### src/hdl/mm3_pkg.sv
package mm3_pkg;

  localparam logic [31:0] C1 = 32'hcc9e2d51;
  localparam logic [31:0] C2 = 32'h1b873593;
  localparam logic [31:0] MIX_ADD = 32'he6546b64;
  localparam logic [31:0] F1 = 32'h85ebca6b;
  localparam logic [31:0] F2 = 32'hc2b2ae35;

  localparam logic [2:0] FULL_BYTES = 3'd4;

  typedef struct packed {
    logic [31:0] k;
    logic [2:0]  count;
    logic        full;
    logic        last;
  } item_t;

  typedef struct packed {
    logic full;
    logic empty;
  } fifo_stat_t;

  typedef struct packed {
    logic finalising;
  } back_stat_t;

endpackage

### src/hdl/mm3_front.sv
module mm3_front (
  input  logic          clk_i,
  input  logic          rst_ni,
  input  logic          in_valid_i,
  output logic          in_stall_o,
  input  logic [31:0]   data_word_i,
  input  logic [2:0]    byte_count_i,
  input  logic          last_i,
  input  logic          fifo_full_i,
  output logic          push_o,
  output mm3_pkg::item_t item_o
);

  mm3_pkg::item_t s1_q, s1_d, s2_q, s2_d;
  logic           v1_q, v2_q;
  logic           en1, en2;
  logic [2:0]     cnt;
  logic [31:0]    masked;
  logic [31:0]    rot;

  assign en2 = !v2_q || !fifo_full_i;
  assign en1 = !v1_q || en2;
  assign in_stall_o = !en1;
  assign push_o = v2_q && !fifo_full_i;
  assign item_o = s2_q;

  always_comb begin
    if (!last_i || byte_count_i > mm3_pkg::FULL_BYTES) begin
      cnt = mm3_pkg::FULL_BYTES;
    end else begin
      cnt = byte_count_i;
    end
    unique case (cnt)
      3'd0:    masked = 32'h0;
      3'd1:    masked = {24'h0, data_word_i[7:0]};
      3'd2:    masked = {16'h0, data_word_i[15:0]};
      3'd3:    masked = {8'h0, data_word_i[23:0]};
      default: masked = data_word_i;
    endcase
    s1_d.k     = masked * mm3_pkg::C1;
    s1_d.count = cnt;
    s1_d.full  = (cnt == mm3_pkg::FULL_BYTES);
    s1_d.last  = last_i;

    rot     = {s1_q.k[16:0], s1_q.k[31:17]};
    s2_d    = s1_q;
    s2_d.k  = rot * mm3_pkg::C2;
  end

  always_ff @(posedge clk_i or negedge rst_ni) begin
    if (!rst_ni) begin
      v1_q <= 1'b0;
      v2_q <= 1'b0;
    end else begin
      if (en1) begin
        v1_q <= in_valid_i;
      end
      if (en2) begin
        v2_q <= v1_q;
      end
    end
  end

  always_ff @(posedge clk_i) begin
    if (en1 && in_valid_i) begin
      s1_q <= s1_d;
    end
    if (en2 && v1_q) begin
      s2_q <= s2_d;
    end
  end

endmodule

### src/hdl/mm3_fifo.sv
module mm3_fifo #(
  parameter int DEPTH = 4
) (
  input  logic                clk_i,
  input  logic                rst_ni,
  input  logic                push_i,
  input  mm3_pkg::item_t      item_i,
  input  logic                pop_i,
  output mm3_pkg::item_t      item_o,
  output mm3_pkg::fifo_stat_t stat_o
);

  localparam int AW = (DEPTH > 1) ? $clog2(DEPTH) : 1;
  localparam int CW = $clog2(DEPTH + 1);

  mm3_pkg::item_t mem_q [DEPTH];
  logic [AW-1:0]  wr_q, rd_q;
  logic [CW-1:0]  fill_q;
  logic           do_push, do_pop;

  assign stat_o.full  = (fill_q == CW'(DEPTH));
  assign stat_o.empty = (fill_q == '0);
  assign do_push = push_i && !stat_o.full;
  assign do_pop  = pop_i && !stat_o.empty;
  assign item_o  = mem_q[rd_q];

  always_ff @(posedge clk_i or negedge rst_ni) begin
    if (!rst_ni) begin
      wr_q   <= '0;
      rd_q   <= '0;
      fill_q <= '0;
    end else begin
      if (do_push) begin
        wr_q <= (wr_q == AW'(DEPTH - 1)) ? '0 : wr_q + 1'b1;
      end
      if (do_pop) begin
        rd_q <= (rd_q == AW'(DEPTH - 1)) ? '0 : rd_q + 1'b1;
      end
      if (do_push && !do_pop) begin
        fill_q <= fill_q + 1'b1;
      end else if (do_pop && !do_push) begin
        fill_q <= fill_q - 1'b1;
      end
    end
  end

  always_ff @(posedge clk_i) begin
    if (do_push) begin
      mem_q[wr_q] <= item_i;
    end
  end

endmodule

### src/hdl/mm3_back.sv
module mm3_back (
  input  logic                clk_i,
  input  logic                rst_ni,
  input  logic [31:0]         seed_i,
  input  mm3_pkg::item_t      item_i,
  input  logic                item_valid_i,
  output logic                pop_o,
  output logic                out_valid_o,
  input  logic                out_stall_i,
  output logic [31:0]         hash_value_o,
  output mm3_pkg::back_stat_t stat_o
);

  typedef enum logic [1:0] {
    S_MIX,
    S_F1,
    S_F2,
    S_FIN
  } state_e;

  state_e      state_q;
  logic [31:0] hash_q, bytes_q, f_q, out_q;
  logic        start_q, out_valid_q;
  logic [31:0] h_in, bytes_d, x, r, h_d, fin0, f13;

  assign pop_o = (state_q == S_MIX) && item_valid_i;
  assign out_valid_o = out_valid_q;
  assign hash_value_o = out_q;
  assign stat_o.finalising = (state_q != S_MIX);

  always_comb begin
    h_in    = start_q ? seed_i : hash_q;
    bytes_d = (start_q ? 32'h0 : bytes_q) + 32'(item_i.count);
    x       = h_in ^ item_i.k;
    r       = {x[18:0], x[31:19]};
    h_d     = item_i.full ? (r + {r[29:0], 2'b00} + mm3_pkg::MIX_ADD) : x;
    fin0    = h_d ^ bytes_d;
    f13     = f_q ^ {13'h0, f_q[31:13]};
  end

  always_ff @(posedge clk_i or negedge rst_ni) begin
    if (!rst_ni) begin
      state_q     <= S_MIX;
      hash_q      <= '0;
      bytes_q     <= '0;
      start_q     <= 1'b1;
      out_valid_q <= 1'b0;
      f_q         <= '0;
      out_q       <= '0;
    end else begin
      if (out_valid_q && !out_stall_i) begin
        out_valid_q <= 1'b0;
      end
      unique case (state_q)
        S_MIX: begin
          if (pop_o) begin
            if (item_i.last) begin
              f_q     <= fin0 ^ {16'h0, fin0[31:16]};
              hash_q  <= '0;
              bytes_q <= '0;
              start_q <= 1'b1;
              state_q <= S_F1;
            end else begin
              hash_q  <= h_d;
              bytes_q <= bytes_d;
              start_q <= 1'b0;
            end
          end
        end
        S_F1: begin
          f_q     <= f_q * mm3_pkg::F1;
          state_q <= S_F2;
        end
        S_F2: begin
          f_q     <= f13 * mm3_pkg::F2;
          state_q <= S_FIN;
        end
        S_FIN: begin
          if (!out_valid_q || !out_stall_i) begin
            out_q       <= f_q ^ {16'h0, f_q[31:16]};
            out_valid_q <= 1'b1;
            state_q     <= S_MIX;
          end
        end
        default: state_q <= S_MIX;
      endcase
    end
  end

endmodule

### src/hdl/murmur3_hash_32.sv
// path: front stages s1, s2, queue, back states S_MIX, S_F1, S_F2, S_FIN
// throughput: one word per cycle while the queue has room; message ends hold
// the mixer for the finaliser multiplies; the front stages keep filling the queue
// reset: asynchronous active low; clears pipeline, queue, running hash and
// the seed register (seed 0), and arms the block for a new message
module murmur3_hash_32 #(
  parameter int FIFO_DEPTH = 4
) (
  input  logic        clk_i,
  input  logic        rst_ni,
  input  logic        in_valid_i,
  output logic        in_stall_o,
  input  logic [31:0] data_word_i,
  input  logic [2:0]  byte_count_i,
  input  logic        last_i,
  output logic        out_valid_o,
  input  logic        out_stall_i,
  output logic [31:0] hash_value_o,
  input  logic        cfg_valid_i,
  output logic        cfg_ready_o,
  input  logic [31:0] cfg_data_i
);

  logic [31:0]         seed_q;
  logic                push, pop;
  mm3_pkg::item_t      front_item, head_item;
  mm3_pkg::fifo_stat_t fifo_stat;
  mm3_pkg::back_stat_t back_stat;

  assign cfg_ready_o = 1'b1;

  always_ff @(posedge clk_i or negedge rst_ni) begin
    if (!rst_ni) begin
      seed_q <= '0;
    end else if (cfg_valid_i && cfg_ready_o) begin
      seed_q <= cfg_data_i;
    end
  end

  mm3_front u_front (
    .clk_i        (clk_i),
    .rst_ni       (rst_ni),
    .in_valid_i   (in_valid_i),
    .in_stall_o   (in_stall_o),
    .data_word_i  (data_word_i),
    .byte_count_i (byte_count_i),
    .last_i       (last_i),
    .fifo_full_i  (fifo_stat.full),
    .push_o       (push),
    .item_o       (front_item)
  );

  mm3_fifo #(
    .DEPTH (FIFO_DEPTH)
  ) u_fifo (
    .clk_i  (clk_i),
    .rst_ni (rst_ni),
    .push_i (push),
    .item_i (front_item),
    .pop_i  (pop),
    .item_o (head_item),
    .stat_o (fifo_stat)
  );

  mm3_back u_back (
    .clk_i        (clk_i),
    .rst_ni       (rst_ni),
    .seed_i       (seed_q),
    .item_i       (head_item),
    .item_valid_i (!fifo_stat.empty),
    .pop_o        (pop),
    .out_valid_o  (out_valid_o),
    .out_stall_i  (out_stall_i),
    .hash_value_o (hash_value_o),
    .stat_o       (back_stat)
  );

`ifndef SYNTHESIS
  a_fifo_flags: assert property (@(posedge clk_i) disable iff (!rst_ni)
    !(fifo_stat.full && fifo_stat.empty))
    else $error("queue full and empty at once");

  a_out_from_fin: assert property (@(posedge clk_i) disable iff (!rst_ni)
    $rose(out_valid_o) |-> $past(back_stat.finalising))
    else $error("result raised without finalising");

  a_no_pop_busy: assert property (@(posedge clk_i) disable iff (!rst_ni)
    back_stat.finalising |-> !pop)
    else $error("queue popped while finalising");
`endif

endmodule

### config.mk
export PLATFORM = sky130hd
export DESIGN_NAME = murmur3_hash_32
export DESIGN_NICKNAME = d
export VERILOG_FILES = /design/src/hdl/mm3_pkg.sv /design/src/hdl/mm3_front.sv /design/src/hdl/mm3_fifo.sv /design/src/hdl/mm3_back.sv /design/src/hdl/murmur3_hash_32.sv
export SDC_FILE = /design/constraint.sdc
export NUM_CORES = 2
export LEC_CHECK = 0
export BUFFER_PORTS_ARGS = -buffer_cell sky130_fd_sc_hd__buf_2
export CAP_MARGIN = 30
export CORE_ASPECT_RATIO = 0.75
export CORE_MARGIN = 1
export CORE_UTILIZATION = 65
export CTS_CLUSTER_SIZE = 20
export DETAILED_ROUTE_END_ITERATION = 16
export GPL_TIMING_DRIVEN = 0
export PLACE_DENSITY = 0.81
export SETUP_SLACK_MARGIN = 0.3
export SYNTH_ARGS = -nofsm -noshare
export SYNTH_HDL_FRONTEND = slang
export SYNTH_HIERARCHICAL = 1
export SYNTH_SLANG_ARGS = --single-unit
### constraint.sdc
create_clock -name clk_i -period 11 [get_ports clk_i]
set_input_delay 1.1 -clock clk_i [delete_from_list [all_inputs] [get_ports clk_i]]
set_output_delay 1.1 -clock clk_i [all_outputs]
set_load 0.01 [all_outputs]
==> results_dict.tcl <==
set metrics [dict create \
    insertedDiodeCount 0 \
    tns_ns 0 \
    worst_hold_slack_ns 0.389 \
    timing.final.crit_share 0.796 \
    cts_tree "done" \
    path_max_fanout 6 \
    grt_usage 0.369 \
    synth_edf_count 222 \
    async_flop_share 0.438 \
    hp-class "register to register" \
    worst_pin_slew_ns 1.08 \
    ys_types 100 \
    setup_viol 0 \
    clk_pin_slew_worst_paths_ns 0.07 \
    drt-wirelength-per-cell_um 23.7 \
    postSynthCellCount 5044 \
    synthFlopType "edfxtp_1" \
    fmax_mhz 114 \
    ys_warn_count 6 \
    dr.pass1.iters 6 \
    post-cts-setup-buffers 0 \
    start_kind "register" \
    cts_buffers 44 \
    grt_pass1_wl_um 229000 \
    core_area_um2 80900 \
    start_util 0.659 \
    multi_input_area_um2 37000 \
    rows 90 \
    htreeDepth 2 \
    grt_max_degree 98 \
    gp_congestion 1.03 \
    min_period_ns 8.76 \
    hpwl_um 124000 \
    final_common_cell "inv_1" \
    fillers 5861 \
    final_nets 6814 \
    syn_area_per_cell_um2 10.6 \
    dr.first_iter.drc_count 3638 \
    grt_antenna_before_repair 3 \
    final_cell_mix "inv_1 (1,315), ha_1 (814), fa_1 (721)" \
    finClkSkew_ns 0.0533 \
    routed_wl_um 149000 \
    critPathCaptureType "register" \
    cts_root_buf "clkbuf_16" \
    drive_gt1_frac 0.0658 \
    syn_area_um2 53300 \
    status "finished clean" \
    grt-ovfl-total 0 \
    max_slew_margin 0.271 \
    seq_area_frac_synth 0.206 \
    place.port_buffers 105 \
    die_x_um 333 \
    clkSinkCount 395 \
    yosys.area.top_type "fa_1" \
    post_cts_resize_count 0 \
    remaining_drc_errors 0 \
    slew_violations 0 \
    synth_area_leaders "fa_1 (27%), ha_1 (19%), edfxtp_1 (13%), inv_1 (9.3%), dfrtp_1 (8.1%)" \
    postLayoutCoreUtil 0.704 \
    drv_cap 0 \
    synth_top_cell_area_share 0.271 \
    dr_total_vias 37040 \
    critPathRequiredTime_ns 11.52 \
    io_pins 108 \
    antenna_left 0 \
    vias_per_cell 5.88 \
    cts_buffer_depth 3 \
    die_h_um 250 \
    ys_ff_latch 395 \
    clkLatencyLatePin_ns 0.63 \
    seqCellArea_um2 11000 \
    finalHoldViolCount 0 \
    grt_pass1_vias 38270 \
    syn_to_final_growth_pct 6.76 \
    cp.arrival_ns 9.28 \
    rsz0062_at_grt "false" \
    dieArea_um2 83200 \
    cts-hold-fix-buffers 0 \
    syn_nets 6652 \
    critPathKind "register to register" \
]
-- synthesized netlist by cell type, types with 19 or more instances --
cell type / count
a211oi_1: 20
a21o_1: 60
a21oi_1: 164
a31oi_1: 23
and2_1: 31
and3_1: 19
clkbuf_1: 74
dfrtp_1: 172
edfxtp_1: 222
fa_1: 721
ha_1: 814
inv_1: 1315
mux2_2: 22
mux2_4: 33
mux2i_1: 38
mux4_2: 37
nand2_1: 169
nand2b_1: 26
nand3_1: 38
nor2_1: 155
nor2b_1: 26
nor3_1: 23
o21a_1: 21
o21ai_0: 143
o31ai_1: 24
xnor2_1: 284
xor2_1: 115
-- worst max-delay path: stages, from the launching register on --
cell and delay, ns:
dfrtp_1 0.59, clkbuf_1 0.68, xor2_1 0.76, ha_1 0.39, ha_1 0.36, a21oi_1 0.37, fa_1 0.49, fa_1 0.51
inv_1 0.06, fa_1 0.48, fa_1 0.50, fa_1 0.49, inv_1 0.05, fa_1 0.47, inv_1 0.04, ha_1 0.36
and3_1 0.25, and2_1 0.18, a21oi_1 0.12, o21ai_0 0.10, a41oi_1 0.41, a22o_1 0.27, o21ai_0 0.12, xor2_1 0.17
a22o_1 0.24, o21a_1 0.17
-- through the flow --
step | instances | cell area, µm² | setup WS [ns]
global placement | 6207 | 55200 | 2.11
CTS | 6296 | 56900 | 2.46
detailed placement | 6214 | 55300 | 2.12
finish | 6300 | 56900 | 2.24
floorplan | 5044 | 53300 | 3.58
global route | 6300 | 56900 | 1.97
-- metal layers --
layer  GRT usage  part of all wire  vias to the layer above
met5           0           0.00011                        -
met3       0.119              0.12                      266
met1       0.552              0.44                    18473
met4      0.0987             0.030                        4
met2       0.516              0.41                     1797
li1            -                 -                    16500
-- layout make-up --
type                            count  share of cell area
Sequential cell                   395               0.193
Inverter                         1315              0.0867
Buffer                             95             0.00798
Timing Repair Buffer              116              0.0126
Clock inverter                     30             0.00708
Clock buffer                       52              0.0200
Tap cell                         1058              0.0233
Multi-Input combinational cell   3239               0.649
-- logic make-up after synthesis --
kind of cell	share of synthesized area
DFF	0.206
and+or+nand+nor	0.0508
buffers and inverters	0.101
xor gates and xnor gates	0.0667
adders and majority gates	0.462
AOI/OAI and AO/OA	0.0767
other	0.0000703
muxes	0.0367
-- path summary, 6_finish.rpt --
| path | to | slack (ns) | depth (start not counted) | start |
|---|---|---|---|---|
| worst min register to register | u_front/item_o[4] | 0.39 | 0 | u_front/s1_q[4] |
| max in group asynchronous | u_back/hash_value_o[18] | 9.49 | 2 | rst_ni |
| worst min-delay path | u_front/item_o[4] | 0.39 | 0 | u_front/s1_q[4] |
| worst max register to register | u_back/f_q[28] | 2.24 | 25 | u_back/f_q[7] |
| min in group asynchronous | seed_q[13] | 0.49 | 1 | rst_ni |
| worst max-delay path | u_back/f_q[28] | 2.24 | 25 | u_back/f_q[7] |
-- flip-flops by register name, summed over array words and instances (netlist names) --
name,flops
u_fifo/wr_q,2
u_front/s1_q,5
u_back/start_q,1
u_front/v1_q,1
u_front/rot,32
u_front/item_o,37
u_fifo/rd_q,2
u_back/hash_value_o,32
u_back/hash_q,32
u_back/out_valid_o,1
u_back/bytes_q,32
seed_q,32
u_fifo/mem_q,148
u_back/state_q,2
u_front/v2_q,1
u_back/f_q,32
u_fifo/fill_q,3
Power is left out: the tool's default activity adds up to more than one toggle a clock period on the data nets, which glitch-free logic cannot reach.
